===== src/rtl/core/mmn_pkg.sv =====
// mmn_pkg: shared types and constants of the min-max normalizer
// no dependencies; imported by every module of the block
`default_nettype none

package mmn_pkg;

  localparam int SAMPLE_BITS = 16;
  localparam int PIX_BITS    = 8;
  localparam int QUEUE_DEPTH = 2;
  localparam int QPTR_BITS   = $clog2(QUEUE_DEPTH);
  localparam int QCNT_BITS   = $clog2(QUEUE_DEPTH + 1);
  localparam int STEP_BITS   = $clog2(PIX_BITS);

  localparam logic OP_MEASURE = 1'b0;
  localparam logic OP_CONVERT = 1'b1;

  localparam logic [PIX_BITS-1:0] PIX_MAX = {PIX_BITS{1'b1}};

  typedef enum logic [1:0] {
    K_ZERO,
    K_FULL,
    K_DIV
  } kind_t;

  typedef struct packed {
    kind_t                  kind;
    logic [SAMPLE_BITS-1:0] off;
    logic [SAMPLE_BITS-1:0] rng;
    logic                   last;
  } q_entry_t;

  typedef struct packed {
    logic     push;
    q_entry_t entry;
  } q_wr_t;

  typedef struct packed {
    logic     valid;
    q_entry_t entry;
  } q_rd_t;

endpackage

`default_nettype wire


===== src/rtl/core/mmn_front.sv =====
// mmn_front: accepts samples, tracks running min and max, classifies convert samples
// depends on mmn_pkg; feeds mmn_queue
`default_nettype none

module mmn_front
  import mmn_pkg::*;
(
  input  wire logic                          clk,
  input  wire logic                          rst_n,
  input  wire logic                          in_valid,
  output logic                               in_ready,
  input  wire logic                          in_opcode,
  input  wire logic signed [SAMPLE_BITS-1:0] in_sample,
  input  wire logic                          in_last,
  input  wire logic                          q_full,
  output q_wr_t                              q_wr
);

  logic signed [SAMPLE_BITS-1:0] min_r, min_nxt;
  logic signed [SAMPLE_BITS-1:0] max_r, max_nxt;
  logic                          pass_start_r, pass_start_nxt;
  logic                          accept;
  kind_t                         kind;

  assign in_ready = !q_full;
  assign accept   = in_valid && in_ready;

  always_comb begin
    priority if ((max_r <= min_r) || (in_sample <= min_r)) begin
      kind = K_ZERO;
    end else if (in_sample >= max_r) begin
      kind = K_FULL;
    end else begin
      kind = K_DIV;
    end
  end

  always_comb begin
    min_nxt        = min_r;
    max_nxt        = max_r;
    pass_start_nxt = pass_start_r;
    if (accept) begin
      if (in_opcode == OP_MEASURE) begin
        if (pass_start_r) begin
          min_nxt = in_sample;
          max_nxt = in_sample;
        end else begin
          if (in_sample > max_r) max_nxt = in_sample;
          if (in_sample < min_r) min_nxt = in_sample;
        end
        pass_start_nxt = in_last;
      end else begin
        pass_start_nxt = 1'b1;
      end
    end
  end

  always_comb begin
    q_wr.push       = accept && (in_opcode == OP_CONVERT);
    q_wr.entry.kind = kind;
    q_wr.entry.off  = in_sample - min_r;
    q_wr.entry.rng  = max_r - min_r;
    q_wr.entry.last = in_last;
  end

  always_ff @(posedge clk) begin
    if (!rst_n) begin
      min_r        <= '0;
      max_r        <= '0;
      pass_start_r <= 1'b1;
    end else begin
      min_r        <= min_nxt;
      max_r        <= max_nxt;
      pass_start_r <= pass_start_nxt;
    end
  end

endmodule

`default_nettype wire


===== src/rtl/core/mmn_queue.sv =====
// mmn_queue: short fifo of classified convert transactions between front and back
// depends on mmn_pkg
`default_nettype none

module mmn_queue
  import mmn_pkg::*;
(
  input  wire logic  clk,
  input  wire logic  rst_n,
  input  wire q_wr_t q_wr,
  output logic       q_full,
  output q_rd_t      q_rd,
  input  wire logic  q_pop
);

  q_entry_t             mem_r [QUEUE_DEPTH];
  logic [QPTR_BITS-1:0] wr_ptr_r, wr_ptr_nxt;
  logic [QPTR_BITS-1:0] rd_ptr_r, rd_ptr_nxt;
  logic [QCNT_BITS-1:0] cnt_r, cnt_nxt;
  logic                 do_push;
  logic                 do_pop;

  assign q_full     = (cnt_r == QCNT_BITS'(QUEUE_DEPTH));
  assign q_rd.valid = (cnt_r != '0);
  assign q_rd.entry = mem_r[rd_ptr_r];
  assign do_push    = q_wr.push && !q_full;
  assign do_pop     = q_pop && q_rd.valid;

  always_comb begin
    wr_ptr_nxt = wr_ptr_r;
    rd_ptr_nxt = rd_ptr_r;
    cnt_nxt    = cnt_r;
    if (do_push) begin
      wr_ptr_nxt = (wr_ptr_r == QPTR_BITS'(QUEUE_DEPTH - 1)) ? '0 : wr_ptr_r + 1'b1;
    end
    if (do_pop) begin
      rd_ptr_nxt = (rd_ptr_r == QPTR_BITS'(QUEUE_DEPTH - 1)) ? '0 : rd_ptr_r + 1'b1;
    end
    unique case ({do_push, do_pop})
      2'b10:   cnt_nxt = cnt_r + 1'b1;
      2'b01:   cnt_nxt = cnt_r - 1'b1;
      default: cnt_nxt = cnt_r;
    endcase
  end

  always_ff @(posedge clk) begin
    if (!rst_n) begin
      wr_ptr_r <= '0;
      rd_ptr_r <= '0;
      cnt_r    <= '0;
    end else begin
      wr_ptr_r <= wr_ptr_nxt;
      rd_ptr_r <= rd_ptr_nxt;
      cnt_r    <= cnt_nxt;
    end
  end

  always_ff @(posedge clk) begin
    if (do_push) begin
      mem_r[wr_ptr_r] <= q_wr.entry;
    end
  end

`ifndef SYNTHESIS
  a_no_overflow: assert property (@(posedge clk) disable iff (!rst_n)
    !(q_wr.push && q_full))
    else $error("queue written while full");
  a_cnt_bound: assert property (@(posedge clk) disable iff (!rst_n)
    cnt_r <= QCNT_BITS'(QUEUE_DEPTH))
    else $error("queue count out of range");
  a_pop_empty: assert property (@(posedge clk) disable iff (!rst_n)
    (cnt_r == '0) && !q_wr.push |=> (cnt_r == '0))
    else $error("queue count changed without push");
`endif

endmodule

`default_nettype wire


===== src/rtl/core/mmn_back.sv =====
// mmn_back: bit-serial divider forming floor(255*off/range) and the result register
// depends on mmn_pkg; drains mmn_queue
`default_nettype none

module mmn_back
  import mmn_pkg::*;
(
  input  wire logic                clk,
  input  wire logic                rst_n,
  input  wire q_rd_t               q_rd,
  output logic                     q_pop,
  output logic                     out_valid,
  input  wire logic                out_ready,
  output logic [PIX_BITS-1:0]      out_pixel,
  output logic                     out_last_res
);

  typedef enum logic [2:0] {
    S_IDLE = 3'b001,
    S_DIV  = 3'b010,
    S_DONE = 3'b100
  } state_t;

  state_t                  state_r, state_nxt;
  logic [STEP_BITS-1:0]    step_r, step_nxt;
  logic [SAMPLE_BITS-1:0]  rem_r, rem_nxt;
  logic [SAMPLE_BITS-1:0]  rng_r, rng_nxt;
  logic [PIX_BITS-1:0]     num_r, num_nxt;
  logic [PIX_BITS-1:0]     quo_r, quo_nxt;
  logic                    last_r, last_nxt;
  logic                    out_valid_r, out_valid_nxt;
  logic [PIX_BITS-1:0]     out_pixel_r, out_pixel_nxt;
  logic                    out_last_r, out_last_nxt;

  logic [SAMPLE_BITS+PIX_BITS-1:0] prod;
  logic [SAMPLE_BITS:0]            rem_sh;
  logic [SAMPLE_BITS:0]            rem_sub;
  logic                            ge;
  logic                            out_free;

  assign out_valid    = out_valid_r;
  assign out_pixel    = out_pixel_r;
  assign out_last_res = out_last_r;
  assign out_free     = !out_valid_r || out_ready;

  // times 255 as shift and subtract
  assign prod    = {q_rd.entry.off, {PIX_BITS{1'b0}}} - {{PIX_BITS{1'b0}}, q_rd.entry.off};
  assign rem_sh  = {rem_r, num_r[PIX_BITS-1]};
  assign rem_sub = rem_sh - {1'b0, rng_r};
  assign ge      = (rem_sh >= {1'b0, rng_r});

  always_comb begin
    state_nxt     = state_r;
    step_nxt      = step_r;
    rem_nxt       = rem_r;
    rng_nxt       = rng_r;
    num_nxt       = num_r;
    quo_nxt       = quo_r;
    last_nxt      = last_r;
    out_valid_nxt = out_valid_r && !out_ready;
    out_pixel_nxt = out_pixel_r;
    out_last_nxt  = out_last_r;
    q_pop         = 1'b0;
    unique case (state_r)
      S_IDLE: begin
        if (q_rd.valid) begin
          q_pop    = 1'b1;
          last_nxt = q_rd.entry.last;
          rng_nxt  = q_rd.entry.rng;
          rem_nxt  = prod[SAMPLE_BITS+PIX_BITS-1:PIX_BITS];
          num_nxt  = prod[PIX_BITS-1:0];
          step_nxt = '0;
          unique case (q_rd.entry.kind)
            K_FULL: begin
              quo_nxt   = PIX_MAX;
              state_nxt = S_DONE;
            end
            K_DIV: begin
              quo_nxt   = '0;
              state_nxt = S_DIV;
            end
            default: begin
              quo_nxt   = '0;
              state_nxt = S_DONE;
            end
          endcase
        end
      end
      S_DIV: begin
        rem_nxt  = ge ? rem_sub[SAMPLE_BITS-1:0] : rem_sh[SAMPLE_BITS-1:0];
        num_nxt  = {num_r[PIX_BITS-2:0], 1'b0};
        quo_nxt  = {quo_r[PIX_BITS-2:0], ge};
        step_nxt = step_r + 1'b1;
        if (step_r == STEP_BITS'(PIX_BITS - 1)) begin
          state_nxt = S_DONE;
        end
      end
      S_DONE: begin
        if (out_free) begin
          out_valid_nxt = 1'b1;
          out_pixel_nxt = quo_r;
          out_last_nxt  = last_r;
          state_nxt     = S_IDLE;
        end
      end
      default: begin
        state_nxt = S_IDLE;
      end
    endcase
  end

  always_ff @(posedge clk) begin
    if (!rst_n) begin
      state_r     <= S_IDLE;
      out_valid_r <= 1'b0;
    end else begin
      state_r     <= state_nxt;
      out_valid_r <= out_valid_nxt;
    end
  end

  always_ff @(posedge clk) begin
    step_r      <= step_nxt;
    rem_r       <= rem_nxt;
    rng_r       <= rng_nxt;
    num_r       <= num_nxt;
    quo_r       <= quo_nxt;
    last_r      <= last_nxt;
    out_pixel_r <= out_pixel_nxt;
    out_last_r  <= out_last_nxt;
  end

`ifndef SYNTHESIS
  a_div_runs: assert property (@(posedge clk) disable iff (!rst_n)
    (state_r == S_DIV) && (step_r != STEP_BITS'(PIX_BITS - 1)) |=> (state_r == S_DIV))
    else $error("divider left early");
  a_load_from_done: assert property (@(posedge clk) disable iff (!rst_n)
    $rose(out_valid_r) |-> $past(state_r == S_DONE))
    else $error("result loaded outside done state");
  a_pop_idle: assert property (@(posedge clk) disable iff (!rst_n)
    q_pop |-> (state_r == S_IDLE) && q_rd.valid)
    else $error("queue popped while busy");
`endif

endmodule

`default_nettype wire


===== src/rtl/core/minmax_normalize_to_8bit_core.sv =====
// minmax_normalize_to_8bit_core: top level of the min-max normalizer to 8 bits
// depends on mmn_pkg, mmn_front, mmn_queue, mmn_back
//
//   channel | ports                                    | direction
//   in      | in_valid in_ready in_opcode in_sample in_last | sample in
//   out     | out_valid out_ready out_pixel out_last_res | pixel out
//
// measure samples are taken every cycle unless the queue is full and give no transaction out
// a convert sample that needs the divider holds the back end for the pop, one quotient bit
// a cycle for 8 bits and the output load; one that saturates or meets a flat channel
// holds it only for the pop and the output load, then its pixel is valid in the output register
// a 2-entry queue lets the front keep taking samples while the back end divides
// synchronous active-low reset clears min, max, queue and output valid
`default_nettype none

module minmax_normalize_to_8bit_core
  import mmn_pkg::*;
(
  input  wire logic                          clk,
  input  wire logic                          rst_n,
  input  wire logic                          in_valid,
  output logic                               in_ready,
  input  wire logic                          in_opcode,
  input  wire logic signed [SAMPLE_BITS-1:0] in_sample,
  input  wire logic                          in_last,
  output logic                               out_valid,
  input  wire logic                          out_ready,
  output logic [PIX_BITS-1:0]                out_pixel,
  output logic                               out_last_res
);

  q_wr_t q_wr;
  q_rd_t q_rd;
  logic  q_full;
  logic  q_pop;

  mmn_front u_front (
    .clk       (clk),
    .rst_n     (rst_n),
    .in_valid  (in_valid),
    .in_ready  (in_ready),
    .in_opcode (in_opcode),
    .in_sample (in_sample),
    .in_last   (in_last),
    .q_full    (q_full),
    .q_wr      (q_wr)
  );

  mmn_queue u_queue (
    .clk    (clk),
    .rst_n  (rst_n),
    .q_wr   (q_wr),
    .q_full (q_full),
    .q_rd   (q_rd),
    .q_pop  (q_pop)
  );

  mmn_back u_back (
    .clk          (clk),
    .rst_n        (rst_n),
    .q_rd         (q_rd),
    .q_pop        (q_pop),
    .out_valid    (out_valid),
    .out_ready    (out_ready),
    .out_pixel    (out_pixel),
    .out_last_res (out_last_res)
  );

endmodule

`default_nettype wire

===== config.mk =====
export PLATFORM = sky130hd
export DESIGN_NAME = minmax_normalize_to_8bit_core
export DESIGN_NICKNAME = d
export VERILOG_FILES = /design/src/rtl/core/mmn_pkg.sv /design/src/rtl/core/mmn_front.sv /design/src/rtl/core/mmn_queue.sv /design/src/rtl/core/mmn_back.sv /design/src/rtl/core/minmax_normalize_to_8bit_core.sv
export SDC_FILE = /design/constraint.sdc
export NUM_CORES = 1
export LEC_CHECK = 0
export CORE_AREA = 3 3 150 152
export CTS_CLUSTER_SIZE = 14
export DETAILED_ROUTE_END_ITERATION = 12
export DIE_AREA = 0 0 153 155
export DONT_BUFFER_PORTS = 1
export HOLD_SLACK_MARGIN = 0.1
export PLACE_DENSITY = 0.61
export SLEW_MARGIN = 15
export SYNTH_ARGS = -nofsm -noshare
export SYNTH_HDL_FRONTEND = slang
export SYNTH_HIERARCHICAL = 1
export SYNTH_SLANG_ARGS = --single-unit
export TNS_END_PERCENT = 5

===== constraint.sdc =====
create_clock -name clk -period 3.75 [get_ports clk]
set_input_delay 0.375 -clock clk [delete_from_list [all_inputs] [get_ports clk]]
set_output_delay 0.375 -clock clk [all_outputs]
set_load 0.005 [all_outputs]

=== Yosys cells after proc, flatten, opt, wreduce, memory -nomap -nowiden ===
Memories as Yosys holds them, arrays and structs flattened. A register that Yosys moved wholly into a read port is not among the register bits.
Index checks and enable logic that the tools add are counted.

* $add $sub $neg: 9
* $lt $le $gt $ge: 6
* Eq/ne operators: 12
* Muxes and demuxes: 33
* Bitwise operators: 1
* Reduce and logical (&&, ||, !) cells: 21

{| class="wikitable"
|+ Operator list
! operator !! count
|-
| 2-to-1 mux 16 bit || 6
|-
| subtractor 16 bit || 3
|-
| less-or-equal comparator 16 bit || 2
|-
| one-hot mux 16 bit (2 select lines) || 1
|-
| one-hot mux 8 bit (2 select lines) || 2
|-
| 2-to-1 mux 8 bit || 3
|-
| subtractor 24 x 16 -> 24 bit || 1
|-
| greater-or-equal comparator 17 x 16 -> 1 bit || 1
|-
| greater-or-equal comparator 16 bit || 1
|-
| greater-than comparator 16 bit || 1
|-
| < comparator 16 bit || 1
|-
| 2-to-1 mux 3 bit || 5
|-
| 2-to-1 mux 1 bit || 11
|-
| nonzero test 2 bit || 5
|-
| one-hot mux 3 bit (3 select lines) || 1
|-
| AND reduction 3 bit || 3
|-
| equality test 2 bit, second input constant || 3
|-
| equality test 3 bit, second input constant || 2
|-
| one-hot mux 3 bit (2 select lines) || 1
|-
| AND reduction 2 bit || 3
|-
| logical AND 1 bit || 5
|-
| equality test 2 x 1 -> 1 bit, second input constant || 2
|-
| 2-to-1 mux 2 bit || 2
|-
| != test 2 x 1 -> 1 bit, second input constant || 2
|-
| other kinds (11) || 15
|}

* Bits in registers: 102
* Bits in writable memories: 70
* Input bits: 22
* Output and inout port bits: 11
* Logic and storage cells: 99
* Memories kept: 1

{| class="wikitable"
|+ Memory list
! memory !! depth !! bits a word !! rd ports !! clocked after memory_dff !! write ports !! line !! RTL
|-
| u_queue.mem_r || 2 || 35 || 1 || 1 || 1 || mmn_queue.sv:16 || <nowiki>q_entry_t mem_r [QUEUE_DEPTH];</nowiki>
|}

=== Longest topological paths before layout ===
Gate-level depths: netlist of run 1.

* Depth after elaboration: 7
* Mapped depth: 13
* Mapped depth without buffers: 11

=== Cells and area by module ===
The synthesis of run 1 kept the hierarchy.

{| class="wikitable"
|+ Modules (own cells, without submodules)
! module !! times used !! cells an instance !! area each (um^2) !! sequential area each (um^2)
|-
| mmn_back || 1 || 411 || 4212.8 || 1911.8
|-
| mmn_front || 1 || 438 || 3413.3 || 660.6
|-
| mmn_queue || 1 || 135 || 2755.1 || 2202.1
|}

=== Least setup slack after synthesis of run 1 ===
No wires, ideal clock.

* Path type: reg-to-reg
* Start: reg with a tool-made name
* End: reg u_back.rem_r[12], data pin
* Setup time: 271 ps
* Arrival: 2649 ps
* Required time: 3479 ps
* Slack: 830 ps
* Stages on the path, launching flop included: 14
* Buffers on the path: 3
* Period minus slack after synthesis: 2920 ps
* Path through: dfxtp_1 buf_2 buf_2 mux2_2 inv_1 ha_1 or3b_1 buf_2 nor4_1 o31a_1 nand2b_1 nor3_1 xnor2_1 mux2i_1

{| class="wikitable"
|+ RTL lines
! element !! line !! RTL
|-
| end signal: assignment || mmn_back.sv:124 || <nowiki>rem_r <= rem_nxt;</nowiki>
|-
| end: declaration || mmn_back.sv:26 || <nowiki>logic [SAMPLE_BITS-1:0] rem_r, rem_nxt;</nowiki>
|}

=== Worst setup path after layout of run 1 ===
* Start: reg u_front.min_r[9]
* End: reg u_front.min_r[12]

* Word-level cells in the longest chain between the ends: 3

{| class="wikitable"
|+ RTL lines
! element !! line !! RTL
|-
| start: declaration || mmn_front.sv:19 || <nowiki>logic signed [SAMPLE_BITS-1:0] min_r, min_nxt;</nowiki>
|-
| start signal: assignment || mmn_front.sv:72 || <nowiki>min_r <= min_nxt;</nowiki>
|-
| < comparator 16 bit || mmn_front.sv:49 || <nowiki>if (in_sample < min_r) min_nxt = in_sample;</nowiki>
|-
| nonzero test 2 bit (no source line) || n/a ||
|-
| AND reduction 3 bit (no source line) || n/a ||
|}

Every way passes these cells.
A chain may end at the register's enable or synchronous reset.

==> qor.yml, run 1 <==
floorplan:
  core_area_um2: 21200
  dieArea_um2: 23700
  io_pins: 33
  placement_rows: 53
  fp.dieW_um: 153
  start_util: 0.491
  die_h_um: 155
pwr:
  p_leak_uw: 0.00454
  power_switching_uw: 2350
  comb_power_share: 0.357
  finalPower_uw: 6760
  p_clk_frac: 0.251
  swShare: 0.348
  p_per_area_nw_per_um2: 589
  ir_drop_mv: 0.333
  p_int_uw: 4410
  seqPwrFrac: 0.391
critical_path:
  startpoint: "u_front/min_r[9]"
  critical_path_peak_fanout: 16
  endpoint_kind: "flop"
  cp-start-kind: "flop"
  r2r-start: "u_front/min_r[9]"
  worst_ep_required_time_ns: 4.12
  worstSetupPathType: "flop to flop"
  worstPathArrival_ns: 3.50
clocking:
  clk-insertion-delay-late_ns: 0.43
  cts_sinks: 173
  ctsRootBufferMaster: "clkbuf_16"
  clock_path_buffers: 2
  cts_tree: "built"
  numCtsBuffers: 17
  htreeDepth: 4
  path_clk_slew_ns: 0.07
worst_hold_path:
  worstHoldStart: "in_sample[8]"
  hold_path_class: "input pin to flop"
place:
  dpl_cell_area_um2: 10600
  hpwl_um: 16100
  gp_congestion: 0.881
  pre_cts_slack_ns: 0.634
  placement.io_buffers: 0
cells_and_area:
  drive_above_1_share: 0.0929
  nNetsFinal: 1111
  finalInstanceArea_um2: 11500
  syn_to_final_growth_pct: 10.5
  regArea_um2: 4770
  multi_input_area_um2: 5120
  n_antenna_cell: 0
  fillers: 1871
logic_synthesis:
  syn_inst: 984
  syn_nets: 1085
  yosysMostFrequentCell: "edfxtp_1"
  synth_area_um2: 10400
  yosys_register_bits: 173
  async_flop_share: 0
  ys.flop_type: "edfxtp_1"
  ys_seq_area_frac: 0.460
  syn_area_per_cell_um2: 10.6
  synth.area.top_cells: "edfxtp_1, ha_1, dfxtp_1, mux2i_1, mux2_2"
  synth_edf_count: 131
  yosys.cell_types.count: 80
  synthTopCellsByCount: "edfxtp_1, nand2_1, inv_1, ha_1, nor2_1"
  synth-warning-count: 6
  yosysTopAreaCellShare: 0.379
  yosys.area.top_type: "edfxtp_1"
grt:
  grtUsageTotal: 0.191
  grt_pass1_wl_um: 36300
  grt_max_degree: 36
  grt_pass1_vias: 6986
  globalRoute.totalOverflow: 0
  antenna_found_initial: 0
routing:
  firstDrtPassIters: 5
  drcViolationCount: 0
  dr.first_iter.drc_count: 437
  avgViaCountPerCell: 5.53
  detail_route.wirelength_um: 22400
  wl_per_cell_um: 17.2
  postRouteAntennaNets: 0
  vias: 7174
flow_run:
  max_cap_viol_count: 0
timing:
  post-route-min-period_ns: 3.13
  setup_violations: 0
  fin_ws_ns: 0.620
  tightest_slew_ns: 0.944
  tns_ns: 0
  timing_hold_violations_final: 0
  clock_skew_ns: 0.0136
  max_freq_ghz: 0.319
  maxSlewHeadroom: 0.369
  grt_setup_unrepaired: "false"
  drv_slew: 0
  fin_crit_sh: 0.835
outcome:
  status: "completed"
[final cells by class]
cell class	instances	area share
sequential	173	0.416
clock inverter	13	0.0100
multi-input combinational	697	0.447
inverter	87	0.0285
timing repair buffer	34	0.0290
tap	275	0.0300
clock buffer	19	0.0396
[through the flow]
step	util	instances	hold slack (ns)
finish	0.542	1298	0.121
global route	0.542	1298	0.101
CTS	0.542	1298	0.100
detailed placement	0.503	1240	0.405
global placement	0.503	1240	0.401
floorplan	-	984	0.400
[routing by layer]
| layer | GRT usage | up-vias | wire (um) |
|---|---|---|---|
| met5 | 0 | - | 0 |
| met4 | 0.0615 | 0 | 531 |
| met2 | 0.306 | 122 | 10200 |
| li1 | - | 3629 | - |
| met3 | 0.0359 | 27 | 703 |
| met1 | 0.265 | 3396 | 10900 |
[cell usage in the layout, fill, tap and decap left out, types with 11 or more instances in the layout]
| cell type | n |
|---|---|
| nand2b_1 | 13 |
| nor2_1 | 62 |
| nand3_1 | 18 |
| edfxtp_1 | 131 |
| ha_1 | 76 |
| dlygate4sd3_1 | 26 |
| xnor2_1 | 37 |
| nand4_1 | 11 |
| inv_1 | 86 |
| nand2_1 | 98 |
| nor3_1 | 16 |
| nor2b_1 | 17 |
| xor2_1 | 16 |
| mux2i_1 | 47 |
| dfxtp_1 | 42 |
| o21ai_0 | 31 |
| a21oi_1 | 55 |
| mux2_2 | 35 |
| clkbuf_16 | 18 |
| a21o_1 | 18 |
[worst max-delay path, cell delays in order (launching register included)]
cell	delay, ns
dfxtp_1	0.34
inv_1	0.07
ha_1	0.40
a21oi_1	0.09
o21ai_0	0.30
nand2_1	0.09
a41oi_1	0.46
a2111o_1	0.23
buf_4	0.30
mux2i_1	0.22
dlygate4sd3_1	0.56
[worst paths after layout]
check / endpoint / slack, ns / cells past startpoint
max: u_front/min_r[12] / 0.62 / 10
min: u_front/min_r[8] / 0.12 / 2
max reg2reg: u_front/min_r[12] / 0.62 / 10
min reg2reg: u_back/out_last_res / 0.43 / 0
[cells by family after synthesis]
family | synth area share
adders and majority gates | 0.0974
xor gates and xnor gates | 0.0447
buffers and inverters | 0.0466
muxes | 0.0833
and+or+nand+nor | 0.137
DFF | 0.460
AOI/OAI and AO/OA | 0.131
[power by group through the flow]
stage / combinational (uW) / sequential (uW) / clock, uW
after CTS: 2410 / 2650 / 1750
after global placement: 2350 / 2680 / 0
final: 2420 / 2650 / 1700
after detailed placement: 2360 / 2690 / 0
after floorplan: 1880 / 2630 / 0
after global routing: 2690 / 2680 / 1840
[registers in the layout, summed over array words and instances (netlist names), named ones only]
| register | cells |
|---|---|
| u_back/last_r | 1 |
| u_back/rem_r | 16 |
| u_back/num_r | 8 |
| u_front/pass_start_r | 1 |
| u_back/quo_r | 8 |
| u_queue/rd_ptr_r | 1 |
| u_back/step_r | 3 |
| u_front/max_r | 16 |
| u_queue/wr_ptr_r | 1 |
| u_back/rng_r | 16 |
| u_back/out_pixel | 8 |
| u_front/min_r | 16 |
| u_queue/mem_r | 70 |
| u_back/out_valid | 1 |
| u_queue/cnt_r | 2 |
| u_back/state_r | 3 |
| u_back/out_last_res | 1 |
[timing repair]
| action | in CTS | in global routing |
|---|---|---|
| buffers inserted | 0 | 0 |
| hold buffers | 26 | 0 |
| hold endpoints to repair | 40 | 0 |
| resized for setup | 0 | 0 |
Note: power is estimated with default switching activity, not from simulation.
==> run 2, diff against run 1 <==
PLACE_DENSITY = 0.64   (was 0.61)
clock period = 2.68 ns   (was 3.75 ns; I/O delays follow)
==> run 2 against run 1 <==
  * The run now ends with setup timing left
  * Final area is 9.2% higher
  * Critical path depth is the same
  * Core utilization rose by 5.0 points
  * Clock power increased by 62%
  * Sequential power grew 40%
  * Maximum frequency increased by 11%
==> qor.yml, run 2 (synthesis gave the netlist of run 1 again) <==
place:
  dp_cells: 1307
  placement.io_buffers: 0
  hpwl_um: 16500
  pre_cts_slack_ns: -0.0939
  gp_congestion: 0.948
  dpl_cell_area_um2: 11300
routing:
  firstDrtPassIters: 5
  wl_per_cell_um: 16.3
  dr.first_iter.drc_count: 430
  avgViaCountPerCell: 5.41
  drcViolationCount: 0
  detail_route.wirelength_um: 22400
  vias: 7437
  postRouteAntennaNets: 0
pwr:
  swShare: 0.327
  comb_power_share: 0.379
  ir_drop_mv: 0.345
  seqPwrFrac: 0.357
  power_switching_uw: 3390
  p_int_uw: 6990
  p_leak_uw: 0.00509
  p_clk_frac: 0.265
  p_per_area_nw_per_um2: 829
timing:
  drv_slew: 0
  fin_crit_sh: 1.05
  tightest_slew_ns: 1.03
  max_freq_ghz: 0.354
  maxSlewHeadroom: 0.310
  clock_skew_ns: 0.0156
  timing_hold_violations_final: 0
  setup_violations: 6
  fin_ws_ns: -0.144
  post-route-min-period_ns: 2.82
  grt_setup_unrepaired: "true"
floorplan:
  placement_rows: 53
  core_area_um2: 21200
  fp.dieW_um: 153
  dieArea_um2: 23700
  io_pins: 33
  start_util: 0.491
  die_h_um: 155
grt:
  grtUsageTotal: 0.193
  globalRoute.totalOverflow: 0
  antenna_found_initial: 0
  grt_pass1_wl_um: 36800
  grt_pass1_vias: 7427
  grt_max_degree: 59
cells_and_area:
  final_core_util: 0.592
  final_common_cell: "edfxtp_1"
  largest_register_ff_count: 70
  layout_common_cells: "edfxtp_1, nand2_1, inv_1, buf_4, ha_1"
  nNetsFinal: 1188
  n_antenna_cell: 0
  drive_above_1_share: 0.195
  regMostFlops: "u_queue/mem_r"
  final_cells: 1375
  finalInstanceArea_um2: 12500
  syn_to_final_growth_pct: 20.7
clocking:
  path_clk_slew_ns: 0.07
  htreeDepth: 4
  clk-insertion-delay-late_ns: 0.43
  cts_tree: "built"
  numCtsBuffers: 17
  ctsRootBufferMaster: "clkbuf_16"
  cts_sinks: 173
  clock_path_buffers: 2
outcome:
  status: "finished, violations left"
  violations: "setup timing"
worst_hold_path:
  hold_path_class: "input pin to flop"
  hold_depth: 2
flow_run:
  max_cap_viol_count: 0
critical_path:
  worstPathArrival_ns: 2.99
  endpoint_kind: "flop"
  cp-start-kind: "flop"
  worst_ep_required_time_ns: 2.84
  critical_path_peak_fanout: 4
  reg2regPathDepth: 10
  worstSetupPathType: "flop to flop"
## run 2: cell count changes in the layout (fill, tap and decap cells not counted), sizes merged
cell	change
buf	+82
bufinv	+5
clkbuf	-1
clkinv	-1
clkinvlp	+1
dlygate4sd3	-5
inv	-4
## run 2: layer usage
metal  share of wire  track usage
met4           0.022       0.0683
met1            0.48        0.260
met3           0.031       0.0364
met2            0.47        0.314
met5               0            0
## run 2: layout make-up
type / instances / area, um2
Clock inverter: 14 / 230
Multi-Input combinational cell: 697 / 5400
Clock buffer: 18 / 429
Inverter: 87 / 337
Sequential cell: 173 / 4780
Fill cell: 1758 / 8620
Tap cell: 275 / 344
Timing Repair Buffer: 111 / 1010
## run 2: path summary, 6_finish.rpt
path	from	endpoint	slack (ns)
worst min register to register	u_back/last_r	u_back/out_last_res	0.43
worst max register to register	flop	u_back/rem_r[15]	-0.14
worst min-delay path	rst_n	u_back/out_valid	0.17
worst max-delay path	flop	u_back/rem_r[15]	-0.14
## run 2: power by group through the flow
stage / clock network (uW) / registers (uW) / logic (uW)
2_1_floorplan: 0 / 3680 / 2690
3_3_place_gp: 0 / 3750 / 3620
4_1_cts: 2810 / 3700 / 3840
6_report: 2750 / 3700 / 3930
3_5_place_dp: 0 / 3760 / 3650
5_1_grt: 2930 / 3750 / 4370
## run 2: metrics by stage
| stage | hold slack, ns | setup TNS (ns) | power [uW] |
|---|---|---|---|
| 2_1_floorplan | 0.330 | -0.0320 | 6370 |
| 3_3_place_gp | 0.337 | -0.128 | 7360 |
| 3_5_place_dp | 0.342 | -0.391 | 7400 |
| 4_1_cts | 0.161 | -0.311 | 10400 |
| 5_1_grt | 0.174 | -1.41 | 11000 |
| 6_report | 0.167 | -0.479 | 10400 |
## run 2: timing repair
| item | CTS | global route |
|---|---|---|
| setup buffers | 10 | 3 |
| hold endpoints to repair | 44 | 0 |
| gates cloned | 1 | 0 |
| resized for setup | 32 | 27 |
| hold buffers | 22 | 0 |
| pin swaps | 13 | 19 |
| setup endpoints to repair | 11 | 30 |
## run 2: worst max-delay path, stage by stage (launching register included)
cell,delay (ns)
dfxtp_4,0.39
buf_16,0.12
mux2_4,0.32
or4_4,0.56
nor4_4,0.29
o31ai_2,0.11
o211ai_1,0.28
buf_4,0.18
nor3_4,0.03
xnor2_1,0.17
mux2i_1,0.09
==> run 3, diff against run 2 <==
MAX_ROUTING_LAYER = met4   (was default)
clock period = 2.5 ns   (was 2.68 ns; I/O delays follow)
==> run 3 against run 2 <==
  * The flow still finishes with violations (setup timing)
  * Critical path type unchanged
  * Total power grew 4.6%
  * Largest cell class unchanged
  * Largest power group unchanged
  * Flip-flop and latch count is the same
  * Routed wire length up 1.4%
  * Clock skew down 0.0027 ns
  * Clock power down 7.6%
  * Die area unchanged
  * Combinational power increased by 11%
  * Sequential power increased by 7.0%
==> qor.yml, run 3 (synthesis gave the netlist of run 1 again) <==
outcome:
  status: "finished, violations left"
  violations: "setup timing"
timing:
  max_freq_ghz: 0.373
  fin_crit_sh: 1.07
  grt_setup_unrepaired: "true"
  post-route-min-period_ns: 2.68
  tightest_slew_ns: 0.966
  timing_hold_violations_final: 0
  maxSlewHeadroom: 0.351
  clock_skew_ns: 0.0129
  setup_violations: 15
  fin_ws_ns: -0.178
  drv_slew: 0
routing:
  firstDrtPassIters: 5
  postRouteAntennaNets: 0
  wl_per_cell_um: 16.1
  detail_route.wirelength_um: 22700
  avgViaCountPerCell: 5.33
  vias: 7532
  dr.first_iter.drc_count: 349
  drcViolationCount: 0
place:
  dp_cells: 1354
  hpwl_um: 17100
  gp_congestion: 0.902
  placement.io_buffers: 0
cells_and_area:
  fillers: 1741
  syn_to_final_growth_pct: 22.3
  regMostFlops: "u_queue/mem_r"
  largest_register_ff_count: 70
  final_common_cell: "edfxtp_1"
  regArea_um2: 4780
  final_cells: 1412
  drive_above_1_share: 0.229
  n_antenna_cell: 0
  nNetsFinal: 1225
  layout_common_cells: "edfxtp_1, buf_4, nand2_1, inv_1, ha_1"
  multi_input_area_um2: 5420
critical_path:
  reg2regPathDepth: 12
  reg2reg_setup_slack_ns: -0.18
  path_buf_inv: 3
  worstSetupPathType: "flop to flop"
  reg2reg_to: "u_back/rem_r[12]"
  cp_top_family: "simple AND/OR/NAND/NOR gates"
  critical_path_peak_fanout: 7
  endpoint_kind: "flop"
  cp_slowest_cell: "dfxtp_4"
  slowest_delay_ns: 0.36
  path_common_cell: "buf_6"
  cp_cell_sequence: "buf_6 > buf_4 > mux2_4 > ha_4 > nand3_4 > buf_6 > nor4_4 > o31a_1 > nand2b_4 > nor3_1 > xnor2_1 > mux2i_1"
  worst_ep_required_time_ns: 2.67
  worstPathArrival_ns: 2.84
  cp-start-kind: "flop"
grt:
  grt_pass1_vias: 7469
  grtUsageTotal: 0.198
  globalRoute.totalOverflow: 0
  antenna_found_initial: 0
  grt_max_degree: 59
  grt_pass1_wl_um: 37100
pwr:
  ir_drop_mv: 0.571
  p_per_area_nw_per_um2: 855
  finalPower_uw: 10900
  p_leak_uw: 0.00520
clocking:
  ctsRootBufferMaster: "clkbuf_16"
  clock_path_buffers: 2
  cts_sinks: 173
  numCtsBuffers: 17
  path_clk_slew_ns: 0.07
  cts_tree: "built"
  htreeDepth: 4
  clk-insertion-delay-late_ns: 0.43
floorplan:
  die_h_um: 155
  io_pins: 33
  start_util: 0.491
  placement_rows: 53
  core_area_um2: 21200
  fp.dieW_um: 153
  dieArea_um2: 23700
worst_hold_path:
  hold_path_end: "u_back/out_valid"
  hold_depth: 2
  worstHoldStart: "rst_n"
  hold_path_class: "input pin to flop"
flow_run:
  max_cap_viol_count: 0
## run 3: cell types whose count changed in the layout (fill, tap and decap cells not counted), moves of 4 or more
cell,change
a21oi_1,+5
mux2_2,+5
bufinv_16,-5
inv_2,+5
inv_4,-4
mux2_4,-5
buf_4,+38
a21oi_2,-5
## run 3: what timing repair did
item | 4_1_cts | 5_1_grt
resized for setup | 15 | 38
hold buffers | 22 | 0
hold endpoints to repair | 44 | 0
pin swaps | 5 | 21
setup endpoints to repair | 38 | 74
setup buffers | 0 | 4
## run 3: worst max-delay path by stage
stage,from,end,slack [ns],depth (start not counted)
after global routing,flop,u_back/rem_r[12],-0.31,11
after CTS,flop,u_back/rem_r[14],-0.21,12
final,flop,u_back/rem_r[12],-0.18,12
after detailed placement,flop,u_back/rem_r[13],-0.30,11
after floorplan,flop,u_back/rem_r[13],-0.17,12
after global placement,flop,u_back/rem_r[13],-0.25,11
## run 3: worst register-to-register path, delay by kind of cell, from the launching register on
| family | cells | cell delay (ns) |
|---|---|---|
| simple gates | 4 | 0.60 |
| fa+ha+maj | 1 | 0.30 |
| mux | 2 | 0.39 |
| compound gates | 1 | 0.23 |
| xor+xnor | 1 | 0.14 |
| flops | 1 | 0.36 |
| buf+inv | 3 | 0.39 |
## run 3: cell type report
| cell class | instances | share of cell area |
|---|---|---|
| sequential | 173 | 0.376 |
| multi-input combinational | 697 | 0.427 |
| clock inverter | 15 | 0.0113 |
| clock buffer | 17 | 0.0335 |
| inverter | 87 | 0.0257 |
| tap | 275 | 0.0271 |
| timing repair buffer | 148 | 0.0994 |
## run 3: through the flow
stage	util	area, um2	hold WS, ns	setup TNS [ns]	setup slack, ns
after floorplan	-	10500	0.312	-0.979	-0.171
after global placement	0.550	11600	0.316	-2.15	-0.254
after detailed placement	0.550	11600	0.330	-2.93	-0.299
after CTS	0.592	12500	0.146	-1.80	-0.214
after global routing	0.600	12700	0.154	-3.40	-0.310
final	0.600	12700	0.150	-1.33	-0.178
## run 3: power by group
part	total [uW]	switching [uW]	leakage [uW]	internal, uW
combinational	4360	2320	0.00337	2040
sequential	3960	204	0.00155	3750
clock	2540	1220	0.000273	1320
total	10900	3740	0.00520	7120
## run 3: per-layer routing
layer / vias to the layer above / track usage / wire length [um]
met5: - / - / 0
met3: 27 / 0.0309 / 636
met4: 0 / 0.0662 / 492
met1: 3522 / 0.269 / 11000
met2: 115 / 0.309 / 10600
li1: 3868 / - / -
